==> src/sv/nrsh_pkg.sv <==
// Shared types and constants for the nearest ray segment hit block.
`timescale 1ns / 1ps

package nrsh_pkg;

  // Field widths of the input and result beats.
  localparam int COORD_W = 32;
  localparam int OP_W    = 2;
  localparam int FRAC_W  = 16;
  localparam int IDX_W   = 8;

  // Width of the cross products and their differences.
  localparam int PROD_W = 64;
  localparam int WIDE_W = 66;

  // Number of multiplier bits that the scaling divider walks through.
  localparam int DIV_STEPS = 32;
  localparam int DIV_CNT_W = $clog2(DIV_STEPS);

  // Scale that turns the ray fraction into Q0.16.
  localparam logic [COORD_W-1:0] FRAC_SCALE = 32'h0001_0000;
  localparam logic [FRAC_W-1:0]  MISS_FRAC  = 16'hFFFF;

  // Opcodes of the input beat.
  localparam logic [OP_W-1:0] OP_CLEAR  = 2'd0;
  localparam logic [OP_W-1:0] OP_APPEND = 2'd1;
  localparam logic [OP_W-1:0] OP_CAST   = 2'd2;

  // Status of the scaling divider as seen by the sequencer.
  typedef struct packed {
    logic               done;
    logic [COORD_W-1:0] quot;
    logic               rem_nz;
  } nrsh_div_res_t;

endpackage

==> src/sv/nrsh_scale_div.sv <==
// Bit-serial unit that computes floor(mult * num / den) for num < den.
`timescale 1ns / 1ps

module nrsh_scale_div import nrsh_pkg::*; (
  input  logic                clk,
  input  logic                rst_n,
  input  logic                start,
  input  logic [COORD_W-1:0]  mult,
  input  logic [PROD_W-1:0]   num,
  input  logic [PROD_W-1:0]   den,
  output nrsh_div_res_t       res
);

  logic                 busy_r;
  logic                 done_r;
  logic [DIV_CNT_W-1:0] cnt_r;
  logic [WIDE_W-1:0]    rem_r;
  logic [COORD_W-1:0]   quot_r;
  logic [COORD_W-1:0]   mult_r;

  logic [WIDE_W-1:0]    step_sum;
  logic [WIDE_W-1:0]    den_one;
  logic [WIDE_W-1:0]    den_two;
  logic [WIDE_W-1:0]    rem_nxt;
  logic [1:0]           inc;
  logic [COORD_W-1:0]   quot_nxt;

  // One multiplier bit per cycle: double the remainder, add num when the bit
  // is set, then take out den up to twice. The remainder stays below den.
  always_comb begin
    den_one  = WIDE_W'(den);
    den_two  = {den_one[WIDE_W-2:0], 1'b0};
    step_sum = {rem_r[WIDE_W-2:0], 1'b0} + (mult_r[COORD_W-1] ? WIDE_W'(num) : '0);
    if (step_sum >= den_two) begin
      rem_nxt = step_sum - den_two;
      inc     = 2'd2;
    end else if (step_sum >= den_one) begin
      rem_nxt = step_sum - den_one;
      inc     = 2'd1;
    end else begin
      rem_nxt = step_sum;
      inc     = 2'd0;
    end
    quot_nxt = {quot_r[COORD_W-2:0], 1'b0} + COORD_W'(inc);
  end

  // Step control.
  always_ff @(posedge clk) begin
    if (!rst_n) begin
      busy_r <= 1'b0;
      done_r <= 1'b0;
      cnt_r  <= '0;
    end else begin
      if (start) begin
        busy_r <= 1'b1;
        cnt_r  <= '0;
      end else if (busy_r) begin
        cnt_r <= cnt_r + 1'b1;
        if (cnt_r == DIV_CNT_W'(DIV_STEPS - 1)) begin
          busy_r <= 1'b0;
        end
      end
      done_r <= !start && busy_r && (cnt_r == DIV_CNT_W'(DIV_STEPS - 1));
    end
  end

  // Remainder, quotient and multiplier shift register.
  always_ff @(posedge clk) begin
    if (start) begin
      rem_r  <= '0;
      quot_r <= '0;
      mult_r <= mult;
    end else if (busy_r) begin
      rem_r  <= rem_nxt;
      quot_r <= quot_nxt;
      mult_r <= {mult_r[COORD_W-2:0], 1'b0};
    end
  end

  assign res.done   = done_r;
  assign res.quot   = quot_r;
  assign res.rem_nz = (rem_r != '0);

endmodule

==> config.mk <==
export PLATFORM = sky130hd
export DESIGN_NAME = nrsh_scale_div
export DESIGN_NICKNAME = d
export VERILOG_FILES = /design/src/sv/nrsh_pkg.sv /design/src/sv/nrsh_scale_div.sv
export SDC_FILE = /design/constraint.sdc
export NUM_CORES = 1
export LEC_CHECK = 0
export BUFFER_PORTS_ARGS = -buffer_cell sky130_fd_sc_hd__buf_2
export CAP_MARGIN = 10
export CORE_MARGIN = 10
export CORE_UTILIZATION = 60
export CTS_CLUSTER_DIAMETER = 30
export CTS_CLUSTER_SIZE = 8
export DETAILED_ROUTE_END_ITERATION = 10
export PLACE_DENSITY = 0.81
export SYNTH_ARGS = -nofsm -noshare
export SYNTH_HDL_FRONTEND = slang
export SYNTH_SLANG_ARGS = --single-unit
==> constraint.sdc <==
create_clock -name clk -period 8.9 [get_ports clk]
set_input_delay 0.89 -clock clk [delete_from_list [all_inputs] [get_ports clk]]
set_output_delay 0.89 -clock clk [all_outputs]
set_load 0.02 [all_outputs]
==> flow_metrics.env <==
export IMPL_first_iter_violations=2851
export IMPL_htreeDepth=4
export IMPL_seq_area_um2=3060
export IMPL_drv_slew=0
export IMPL_multi_input_area_um2=15000
export IMPL_p_leak_uw=0.00948
export IMPL_wl_met3_um=9460
export IMPL_post_dp_hpwl_um=59200
export IMPL_postSynthCellCount=2607
export IMPL_setup_viol_count_final=0
export IMPL_status="complete, no violations"
export IMPL_clock_latency_ps=450
export IMPL_yosys_area_share_simple=0.211
export IMPL_synthTopCellsByArea="ha_1 (13%), dfxtp_1 (11%), a21oi_1 (7.0%)"
export IMPL_synth_edf_count=32
export IMPL_power_density_nw_per_um2=388
export IMPL_route_detailed_drc=0
export IMPL_synth_top_family_by_area="compound AO/OA/AOI/OAI gates"
export IMPL_initial_core_util=0.605
export IMPL_cts_buffers=17
export IMPL_worstSetupEndpointType="flop"
export IMPL_top_layer="met5"
export IMPL_cts_path_max_buffers=2
export IMPL_total_power_uw=8040
export IMPL_synth_compound_area_frac=0.313
export IMPL_tightestPinTransition_ps=1180
export IMPL_rsz0062_at_grt="no"
export IMPL_wl_um=75100
export IMPL_grt_pass1_wl_um=113000
export IMPL_vdd_ir_drop_max_v=0.000253
export IMPL_synth_xor_area_share=0.0887
export IMPL_mappedNetlistNets=2968
export IMPL_detail_route_antenna_nets=0
export IMPL_synth_seq_cells=137
export IMPL_cp_arrival_ps=8450
export IMPL_post_cts_resize_count=0
export IMPL_crit_fanout=7
export IMPL_worst_slack_ps=786
export IMPL_dieWidth_um=198
export IMPL_synthTopCellsByCount="a21oi_1 (268), nand2_1 (254), ha_1 (195)"
export IMPL_seq_area_frac_synth=0.161
export IMPL_finalNonFillerCells=3115
export IMPL_worstPathRequired_ps=9240
export IMPL_overflow=0
export IMPL_yosysWarnings=0
export IMPL_nets=3059
export IMPL_drive_gt1_frac=0.115
export IMPL_core_area_um2=31500
export IMPL_fin_crit_sh=0.912
export IMPL_grt_max_degree=74
export IMPL_drt_met1_wl_um=30000
export IMPL_std_cell_rows=65
export IMPL_max_cap_violations=0
export IMPL_synth_cell_types=91
export IMPL_path_class="flop to flop"
export IMPL_synth_top_area_share=0.128
export IMPL_synth_ff_type="dfxtp_1"
export IMPL_io_pins=197
export IMPL_antenna_found_initial=1
export IMPL_dieHeight_um=198
export IMPL_synth_fa_ha_area_frac=0.131
export IMPL_avgSynthCellArea_um2=7.31
export IMPL_skew_ps=17.9
export IMPL_layout_min_cycle_time_ps=8110
export IMPL_wl_met2_um=32300
export IMPL_r2r_slack_ps=790
export IMPL_wire_per_inst_um=24.1
export IMPL_fin_tns_setup_ps=0
export IMPL_root_buffer="clkbuf_16"
export IMPL_area_growth_pct=8.81
export IMPL_portBuffers=196
export IMPL_async_reset_ff_frac=0
export IMPL_post_synth_top_area_cell="ha_1"
export IMPL_holdCritPathClass="flop to flop"
export IMPL_cp_start_kind="flop"
export IMPL_fin_util=0.659
export IMPL_path_clk_slew_ps=80
export IMPL_synthMuxAreaShare=0.0408
export IMPL_yosysMostFrequentCell="a21oi_1"
export IMPL_gp_congestion=1.04
export IMPL_cts_tree="built"
export IMPL_slew_limit_headroom=0.205
export IMPL_slowest_stage="o21ai_0"
export IMPL_hold_viol_final=0
export IMPL_slowest_delay_ps=620
export IMPL_cts_sinks=137
export IMPL_grtUsageTotal=0.363
export IMPL_via_per_inst=6.89
export IMPL_vias=21460
export IMPL_syn_area_um2=19100
export IMPL_dieArea_um2=39300
export IMPL_timing_fmax_mhz=123
export IMPL_drt_pass1_iterations=6
export IMPL_grt_pass1_vias=19864
export IMPL_dpl_worst_slack_ps=644
export IMPL_fillers=2795
export IMPL_dp_cells=3079
## cell type report
| type | instances | share of cell area |
|---|---|---|
| diodes | 2 | 0.000241 |
| clock buffers | 17 | 0.0205 |
| clock inverters | 15 | 0.00863 |
| inverters | 130 | 0.0235 |
| multi-input cells | 2200 | 0.721 |
| flip-flops and latches | 137 | 0.148 |
| well taps | 402 | 0.0243 |
| repair buffers | 212 | 0.0537 |
## worst paths after layout
| kind | depth (start not counted) | end | startpoint |
|---|---|---|---|
| setup / recovery | 32 | quot_r[29] | mult_r[31] |
| hold / removal | 2 | quot_r[31] | quot_r[31] |
| setup reg to reg | 32 | quot_r[29] | mult_r[31] |
| hold reg to reg | 2 | quot_r[31] | quot_r[31] |
## power by group
part | leakage (uW) | internal (uW) | switching (uW)
clock | 0.000287 | 379 | 370
sequential | 0.00118 | 780 | 158
combinational | 0.00801 | 2250 | 4100
## stage by stage
stage | cell area, um2 | hold WS, ps
2_1_floorplan | 19100 | 443
3_3_place_gp | 20100 | 440
3_5_place_dp | 20100 | 464
4_1_cts | 20700 | 479
5_1_grt | 20700 | 516
6_report | 20700 | 478
## layer usage
metal  up-vias  GRT usage
li1       9814          -
met1      9923      0.481
met2      1501      0.556
met3       220     0.0806
met4         2      0.148
met5         -     0.0198
## registers in the layout, indices dropped and copies added, names as in the netlist
signal,cells
rem_r,66
mult_r,32
busy_r,1
done_r,1
quot_r,32
cnt_r,5
## cell families (layout without fill, tap and decap cells)
family	after synthesis	after routing
multiplexers	73	73
AND/OR/NAND/NOR	823	823
XOR/XNOR	193	193
adder cells (fa/ha/maj)	198	198
buffers and inverters	270	374
AO/OA/AOI/OAI	913	913
flip-flops	137	137
other	0	2
## cells in the final DEF (no fill, tap or decap), types with 41 or more instances in the layout
cell      instances
a21oi_1         268
nand2_1         254
buf_2           196
ha_1            195
nor2_1          171
o21ai_0         149
inv_1           128
a21o_1          107
xnor2_1         106
dfxtp_1         104
xor2_1           87
and2_1           84
nand3_1          60
nand4_1          56
a211oi_1         44
o21bai_1         42
nor3_1           41
a31oi_1          41
## critical path: cells and delay by family, from the launching register on
family | cells | cell delay [ps]
adders and majority gates | 4 | 1030
DFF | 1 | 430
and+or+nand+nor | 13 | 2740
buffers and inverters | 2 | 250
AOI/OAI and AO/OA | 13 | 3560
## timing repair
action,CTS,global route
setup endpoints to repair,0,3
hold buffers,0,0
setup buffers,0,2
hold endpoints to repair,0,0
Power figures use the tool's default switching activity.
